`config.mk`:
```
export PLATFORM = sky130hd
export DESIGN_NAME = sorted_priority_queue_core
export DESIGN_NICKNAME = d
export VERILOG_FILES = /design/src/spq_pkg.sv /design/src/sorted_priority_queue_core.sv /design/src/spq_cell.sv
export VERILOG_INCLUDE_DIRS = /design/src /design/src/src
export SDC_FILE = /design/constraint.sdc
export NUM_CORES = 2
export LEC_CHECK = 0
export ABC_AREA = 1
export BUFFER_PORTS_ARGS = -buffer_cell sky130_fd_sc_hd__buf_2
export CORE_MARGIN = 2
export CORE_UTILIZATION = 40
export CTS_CLUSTER_DIAMETER = 40
export DETAILED_ROUTE_END_ITERATION = 6
export PLACE_DENSITY_LB_ADDON = 0.2
export SYNTH_ARGS = -nofsm -noshare
export SYNTH_HDL_FRONTEND = slang
export SYNTH_SLANG_ARGS = --single-unit
```
`constraint.sdc`:
```
create_clock -name clk -period 4.7 [get_ports clk]
set_clock_uncertainty 0.15 [all_clocks]
set_input_delay 0.94 -clock clk [delete_from_list [all_inputs] [get_ports clk]]
set_output_delay 0.94 -clock clk [all_outputs]
set_load 0.02 [all_outputs]
```
`src/sorted_priority_queue_core_macros.svh`:
```
// Assertion helpers used by the queue core RTL.
`ifndef SORTED_PRIORITY_QUEUE_CORE_MACROS_SVH
`define SORTED_PRIORITY_QUEUE_CORE_MACROS_SVH

`ifndef SYNTHESIS
`define SPQ_ASSERT(lbl, prop) \
  lbl: assert property (@(posedge clk) disable iff (!rst_n) (prop)) \
    else $error("queue check failed");
`define SPQ_ASSERT_NEXT(lbl, ante, cons) \
  lbl: assert property (@(posedge clk) disable iff (!rst_n) (ante) |=> (cons)) \
    else $error("queue check failed");
`else
`define SPQ_ASSERT(lbl, prop)
`define SPQ_ASSERT_NEXT(lbl, ante, cons)
`endif

`endif

```
`src/spq_pkg.sv`:
```
`default_nettype none
package spq_pkg;

  localparam int CAPACITY = 16;
  localparam int KEY_BITS = 16;
  localparam int TAG_BITS = 16;
  localparam int CNT_W    = $clog2(CAPACITY + 1);

  typedef logic [KEY_BITS-1:0] key_t;
  typedef logic [TAG_BITS-1:0] tag_t;
  typedef logic [CNT_W-1:0]    cnt_t;

  // port field widths, fixed by the interface
  typedef logic [15:0] field_t;
  typedef logic [4:0]  fill_t;

  typedef enum logic {
    OP_INSERT = 1'b0,
    OP_REMOVE = 1'b1
  } op_t;

  typedef enum logic [1:0] {
    ST_OK    = 2'd0,
    ST_EMPTY = 2'd1,
    ST_FULL  = 2'd2,
    ST_DUP   = 2'd3
  } status_t;

  typedef struct packed {
    logic vld;
    key_t key;
    tag_t tag;
  } entry_t;

  // broadcast to every cell
  typedef struct packed {
    logic ins;
    logic rem;
    key_t key;
    tag_t tag;
  } cell_ctl_t;

endpackage
`default_nettype wire

```
`src/sorted_priority_queue_core.sv`:
```
// Sorted priority queue of spq_pkg::CAPACITY entries held in a row of cells,
// kept in ascending key order. An insert (op 0) places key and tag before the
// first larger key; an equal key is dropped with duplicate status and an
// insert into a full queue is refused with full status. A remove (op 1) pops
// the smallest entry or reports empty. Each result carries the head entry and
// fill count after the operation. One item is taken per clock cycle and its
// result appears in the output register on the next cycle: every cell compares
// its key with the new key in the same cycle and shifts one place left or
// right, so the queue state is ready for the following item straight away.
// A result still waiting for out_ready holds off the next item until its
// transfer.
`default_nettype none
`include "sorted_priority_queue_core_macros.svh"
module sorted_priority_queue_core (
  input  wire logic        clk,
  input  wire logic        rst_n,
  input  wire logic        in_valid,
  output logic             in_ready,
  input  wire logic        in_op,
  input  wire logic [15:0] in_new_key,
  input  wire logic [15:0] in_new_tag,
  output logic             out_valid,
  input  wire logic        out_ready,
  output logic [1:0]       out_status,
  output logic [15:0]      out_removed_key,
  output logic [15:0]      out_removed_tag,
  output logic             out_head_valid,
  output logic [15:0]      out_head_key,
  output logic [15:0]      out_head_tag,
  output logic [4:0]       out_fill_count
);

  localparam int N = spq_pkg::CAPACITY;

  spq_pkg::cell_ctl_t ctl;
  spq_pkg::entry_t    ent     [N];
  spq_pkg::entry_t    ent_nxt [N];
  logic [N-1:0]       lt;
  logic [N-1:0]       eq;
  logic [N-1:0]       vld_vec;

  spq_pkg::cnt_t      count_r, count_nxt;
  logic               out_valid_r;
  spq_pkg::status_t   status_r, status_nxt;
  spq_pkg::field_t    rkey_r, rkey_nxt;
  spq_pkg::field_t    rtag_r, rtag_nxt;
  logic               hvld_r;
  spq_pkg::field_t    hkey_r, hkey_nxt;
  spq_pkg::field_t    htag_r, htag_nxt;
  spq_pkg::fill_t     fill_r;

  logic fire, is_rem, full, dup, empty;

  assign in_ready = !out_valid_r || out_ready;
  assign fire     = in_valid && in_ready;
  assign is_rem   = (in_op == spq_pkg::OP_REMOVE);
  assign full     = (count_r == spq_pkg::cnt_t'(N));
  assign empty    = (count_r == '0);
  assign dup      = |eq;

  assign ctl.ins = fire && !is_rem && !full && !dup;
  assign ctl.rem = fire && is_rem && !empty;
  assign ctl.key = spq_pkg::key_t'(in_new_key);
  assign ctl.tag = spq_pkg::tag_t'(in_new_tag);

  for (genvar i = 0; i < N; i++) begin : g_cell
    spq_pkg::entry_t prev_e, next_e;
    logic            prev_l;
    if (i == 0) begin : g_first
      assign prev_e = '0;
      assign prev_l = 1'b1;
    end else begin : g_mid
      assign prev_e = ent[i-1];
      assign prev_l = lt[i-1];
    end
    if (i == N - 1) begin : g_last
      assign next_e = '0;
    end else begin : g_body
      assign next_e = ent[i+1];
    end
    spq_cell u_cell (
      .clk      (clk),
      .rst_n    (rst_n),
      .ctl      (ctl),
      .prev_ent (prev_e),
      .prev_lt  (prev_l),
      .next_ent (next_e),
      .ent      (ent[i]),
      .ent_nxt  (ent_nxt[i]),
      .lt       (lt[i]),
      .eq       (eq[i])
    );
    assign vld_vec[i] = ent[i].vld;
  end

  always_comb begin
    count_nxt  = count_r;
    status_nxt = spq_pkg::ST_OK;
    rkey_nxt   = '0;
    rtag_nxt   = '0;
    if (is_rem) begin
      if (empty) begin
        status_nxt = spq_pkg::ST_EMPTY;
      end else begin
        rkey_nxt  = spq_pkg::field_t'(ent[0].key);
        rtag_nxt  = spq_pkg::field_t'(ent[0].tag);
        count_nxt = count_r - 1'b1;
      end
    end else if (full) begin
      status_nxt = spq_pkg::ST_FULL;
    end else if (dup) begin
      status_nxt = spq_pkg::ST_DUP;
    end else begin
      count_nxt = count_r + 1'b1;
    end
    hkey_nxt = ent_nxt[0].vld ? spq_pkg::field_t'(ent_nxt[0].key) : '0;
    htag_nxt = ent_nxt[0].vld ? spq_pkg::field_t'(ent_nxt[0].tag) : '0;
  end

  always_ff @(posedge clk) begin
    if (!rst_n) begin
      count_r     <= '0;
      out_valid_r <= 1'b0;
    end else begin
      if (fire) begin
        count_r     <= count_nxt;
        out_valid_r <= 1'b1;
      end else if (out_ready) begin
        out_valid_r <= 1'b0;
      end
    end
  end

  // hold the result until its transfer
  always_ff @(posedge clk) begin
    if (fire) begin
      status_r <= status_nxt;
      rkey_r   <= rkey_nxt;
      rtag_r   <= rtag_nxt;
      hvld_r   <= ent_nxt[0].vld;
      hkey_r   <= hkey_nxt;
      htag_r   <= htag_nxt;
      fill_r   <= spq_pkg::fill_t'(count_nxt);
    end
  end

  assign out_valid       = out_valid_r;
  assign out_status      = status_r;
  assign out_removed_key = rkey_r;
  assign out_removed_tag = rtag_r;
  assign out_head_valid  = hvld_r;
  assign out_head_key    = hkey_r;
  assign out_head_tag    = htag_r;
  assign out_fill_count  = fill_r;

  `SPQ_ASSERT(a_count_matches_cells, $countones(vld_vec) == int'(count_r))
  `SPQ_ASSERT(a_count_bound, count_r <= spq_pkg::cnt_t'(N))
  `SPQ_ASSERT(a_head_consistent, !out_valid_r || (hvld_r == (fill_r != '0)))
  `SPQ_ASSERT_NEXT(a_insert_grows, ctl.ins, count_r == $past(count_r) + 1'b1)
  `SPQ_ASSERT_NEXT(a_remove_shrinks, ctl.rem, count_r == $past(count_r) - 1'b1)

endmodule
`default_nettype wire

```
`src/spq_cell.sv`:
```
`default_nettype none
module spq_cell (
  input  wire logic               clk,
  input  wire logic               rst_n,
  input  wire spq_pkg::cell_ctl_t ctl,
  input  wire spq_pkg::entry_t    prev_ent,
  input  wire logic               prev_lt,
  input  wire spq_pkg::entry_t    next_ent,
  output spq_pkg::entry_t         ent,
  output spq_pkg::entry_t         ent_nxt,
  output logic                    lt,
  output logic                    eq
);

  logic          vld_r;
  spq_pkg::key_t key_r;
  spq_pkg::tag_t tag_r;

  assign ent.vld = vld_r;
  assign ent.key = key_r;
  assign ent.tag = tag_r;

  assign lt = vld_r && (key_r < ctl.key);
  assign eq = vld_r && (key_r == ctl.key);

  always_comb begin
    ent_nxt = ent;
    if (ctl.rem) begin
      // advance towards the head
      ent_nxt = next_ent;
    end else if (ctl.ins && !lt) begin
      if (prev_lt) begin
        ent_nxt.vld = 1'b1;
        ent_nxt.key = ctl.key;
        ent_nxt.tag = ctl.tag;
      end else begin
        ent_nxt = prev_ent;
      end
    end
  end

  always_ff @(posedge clk) begin
    if (!rst_n) begin
      vld_r <= 1'b0;
    end else begin
      vld_r <= ent_nxt.vld;
    end
  end

  always_ff @(posedge clk) begin
    key_r <= ent_nxt.key;
    tag_r <= ent_nxt.tag;
  end

endmodule
`default_nettype wire

```
==> out/results.txt <==
Power spread over the standard cell area amounts to 480 mW/mm^2. The maximum number of pins on one net before global-route repair is 178, and the share of the core filled with cells is 0.467. The number of filler instances in the final layout is 8,668, and the average cell area after synthesis is 8.49 sq um.

In this run the static leakage power is 17.6 nW. The tools report the count of warnings emitted by yosys as 0. The headroom to the max-slew limit is 0.339, and the number of pins exceeding their max-slew limit in the final report is 0. TritonCTS built the clock tree. For the wire length of the first global-routing pass, the log shows 156,000 um. For the number of top-level pins, the log shows 111. The simple-gate area share of the yosys netlist is 0.0984. Most common flop cell mapped by yosys: sky130_fd_sc_hd__edfxtp_1. Summing all multi-input logic gate instances after layout gives 0.0154 sq mm. The layout overhead on the synthesized area is 16.1%. The clock passes through at most 3 buffers. The commonest cells after synthesis are sky130_fd_sc_hd__o21ai_0 (737), sky130_fd_sc_hd__a21oi_1 (627), sky130_fd_sc_hd__inv_1 (555). Counting every net in the synthesized netlist gives 4,539. The number of instances in the placed design came out at 5,331. Counting every sink on the clock net gives 606.

The number of enable flip-flop cells after synthesis works out to 520. The tree is rooted in a sky130_fd_sc_hd__clkbuf_16. The top cell type's share of synthesized area is 0.433. The cell area after synthesis was 0.0360 sq mm. The shortest clock period the worst path allows after layout is 3.90 ns. Setup slack on the worst reg-to-reg path comes out at 1.33 ns. The netlist uses 33 different library cells. Of all nets on the critical path, the largest fanout is 32. In the post-synthesis netlist, the biggest area contributors are sky130_fd_sc_hd__edfxtp_1 (43%), sky130_fd_sc_hd__o21ai_0 (10%), sky130_fd_sc_hd__ha_1 (9.0%).

The run gives 4.10 ns as the data arrival at the endpoint of the critical path. For the total global-route track usage, the log shows 0.208. In the final timing run, aggregate negative setup slack is 0 ns. The tools report the overall die area as 0.0925 sq mm. The initial core utilization is 0.402, and the share of flip-flops with an asynchronous set or reset after synthesis is 0.

Timing would allow up to 0.256 GHz. Post-layout total power: 20.1 mW. The multiplexer fraction of the synthesized cell area is 0.

By area, the combinational part of the netlist is dominated by compound AO/OA/AOI/OAI gates. The finished layout holds 5,543 standard cells, fillers aside. In this run the tool buffered the top-level ports with 110 buffer cells.

The tools report the post-synthesis sequential area ratio as 0.481. The type of origin of the critical path was an input pin. The synthesized-area fraction occupied by adder cells works out to 0.0896.

Detailed-route wire length: 98,800 um. After clock tree synthesis, the flow added hold-fix buffers numbering 0. The largest total area in the synthesized netlist belongs to sky130_fd_sc_hd__edfxtp_1.

Area taken by flip-flops and latches: 0.0173 sq mm. The maximum vdd ir drop was 0.000324 V; the average wire length per cell after detail routing was 17.8 um. Setup violations remaining at the end of the flow were counted as 0. Summed over all layers, the global routing overflow is 0.

In the final design database the tool counted 4,562 nets. Dividing the detail-routed via count by the number of cells gives 5.24. The library cell with the highest instance count after synthesis was sky130_fd_sc_hd__o21ai_0.

For the remaining number of nets flagged by the antenna check after routing, the log shows 0. The initialized floorplan defines 110 standard-cell rows. For the worst setup path, the data required time is 4.89 ns.

Post-CTS timing repair inserted 0 buffers for setup. The count of cells resized by post-cts repair was 0; the initial antenna violation count was 6. The part of the cycle the worst path needs is 0.830.

The kind of end point of the critical path was a flop. Layout cell share with drive strength beyond 1: 0.101. The number of buffers inserted during clock tree synthesis was 110. The tools report the source-to-sink clock delay at the later pin of the worst-skew pair as 0.67 ns.

The HPWL reported at the end of detailed placement was 68,900 um; the cell count after synthesis was 4,244. The tool flagged a number of max-cap violations equal to 0. For this run, the detailed router's first-pass iteration total came to 5. The post-synthesis sequential element count is 606. The actual slew at the worst max-slew pin works out to 0.992 ns. The worst hold path belongs to the class reg -> reg. For the number of hold-slack violations in the final timing report, the log shows 0.

The vertical die dimension was 304 um. The run gives 2,278 as the number of violations reported at the end of detailed-routing iteration 0. The area share of xor/xnor cells in the synthesized design was 0.000486; the maximum level of the CTS H-tree was 3.

The kind of critical path was in -> reg. The number of global-route vias before repair was 27,500. The floorplan step set the die width to 304 um.

The clock-pin slew reported for the worst setup and hold paths after clock tree synthesis works out to 0.05 ns. Setup repair after global routing left no endpoint under its margin. The flow ran to the end, and the final reports show no timing, DRC or antenna violations. The core region is 0.0896 sq mm.

The congestion estimate from routability-driven global placement came to 0.837. The routed layout has 29,000 vias. The share of the synthesized area in compound gates (AO/OA/AOI/OAI) is 0.237, and the total DRC errors in the routed layout is 0.
[where the power goes]
group,internal [mW],switching [mW]
logic,1.51,2.83
registers,7.06,0.391
clock network,5.33,2.93
[final cells by class]
class                      count  area share
timing repair buffer         190      0.0380
tap                         1176      0.0352
clock buffer                 129      0.0712
clock inverter                81      0.0219
multi-input combinational   2793       0.368
sequential                   606       0.415
antenna                        2    0.000120
inverter                     566      0.0512
[path summary, 6_finish.rpt]
check,startpoint,depth (start not counted),end
worst min-delay path,g_cell[1].u_cell.tag_r[15],2,g_cell[0].u_cell.tag_r[15]
worst max register to register,g_cell[14].u_cell.key_r[11],13,g_cell[14].u_cell.tag_r[10]
worst max-delay path,in_new_key[15],15,g_cell[14].u_cell.tag_r[10]
worst min register to register,g_cell[1].u_cell.tag_r[15],2,g_cell[0].u_cell.tag_r[15]
[cell families after synthesis]
logic type	count (synthesis)
AO/OA/AOI/OAI	1666
XOR/XNOR	2
adder cells (fa/ha/maj)	258
buffers and inverters	845
flip-flops	606
AND/OR/NAND/NOR	867
[routing by layer]
metal  track usage  vias up  share of wire
met5             0        -        0.00010
met4        0.0526        2          0.019
met3        0.0347      132          0.053
met2         0.334      713           0.45
met1         0.293    13400           0.47
li1              -    14800              -
[per-stage QoR]
step           area [sq um]  hold slack, ns  worst slack [ns]
6_report              41800           0.347             0.797
3_3_place_gp          37900           0.332             0.346
3_5_place_dp          37900           0.332             0.260
4_1_cts               41800           0.348             0.960
5_1_grt               41800           0.385             0.694
2_1_floorplan         36000           0.314             0.733
[state kept, by name, indices dropped and copies added (netlist names)]
| name | cells |
|---|---|
| count_r | 5 |
| out_valid | 1 |
| out_head_valid | 1 |
| g_cell.u_cell.key_r | 256 |
| out_removed_key | 16 |
| out_head_tag | 16 |
| out_removed_tag | 16 |
| g_cell.u_cell.tag_r | 256 |
| g_cell.u_cell.vld_r | 16 |
| out_fill_count | 5 |
| out_status | 2 |
| out_head_key | 16 |
[cell usage in the layout (no fill, tap or decap), types with 45 or more instances in the layout]
| master | n |
|---|---|
| sky130_fd_sc_hd__a21oi_1 | 627 |
| sky130_fd_sc_hd__dfxtp_1 | 86 |
| sky130_fd_sc_hd__o21ai_1 | 227 |
| sky130_fd_sc_hd__inv_1 | 555 |
| sky130_fd_sc_hd__ha_1 | 258 |
| sky130_fd_sc_hd__nor2_1 | 187 |
| sky130_fd_sc_hd__nand2_1 | 537 |
| sky130_fd_sc_hd__o21ai_0 | 737 |
| sky130_fd_sc_hd__buf_2 | 110 |
| sky130_fd_sc_hd__nand3_1 | 71 |
| sky130_fd_sc_hd__clkbuf_16 | 113 |
| sky130_fd_sc_hd__edfxtp_1 | 520 |
| sky130_fd_sc_hd__buf_4 | 45 |
[critical path, stage by stage]
cell                      delay [ns]
sky130_fd_sc_hd__buf_2          0.27
sky130_fd_sc_hd__inv_1          0.32
sky130_fd_sc_hd__ha_1           0.39
sky130_fd_sc_hd__nand2_1        0.08
sky130_fd_sc_hd__nor2_1         0.05
sky130_fd_sc_hd__nand2_1        0.12
sky130_fd_sc_hd__nor2_1         0.08
sky130_fd_sc_hd__nor2_1         0.34
sky130_fd_sc_hd__nand2_1        0.21
sky130_fd_sc_hd__nor2_2         0.17
sky130_fd_sc_hd__nand2_1        0.10
sky130_fd_sc_hd__nor2_4         0.40
sky130_fd_sc_hd__a21oi_1        0.18
sky130_fd_sc_hd__inv_1          0.13
sky130_fd_sc_hd__buf_12         0.24
Power figures use the tool's default switching activity.
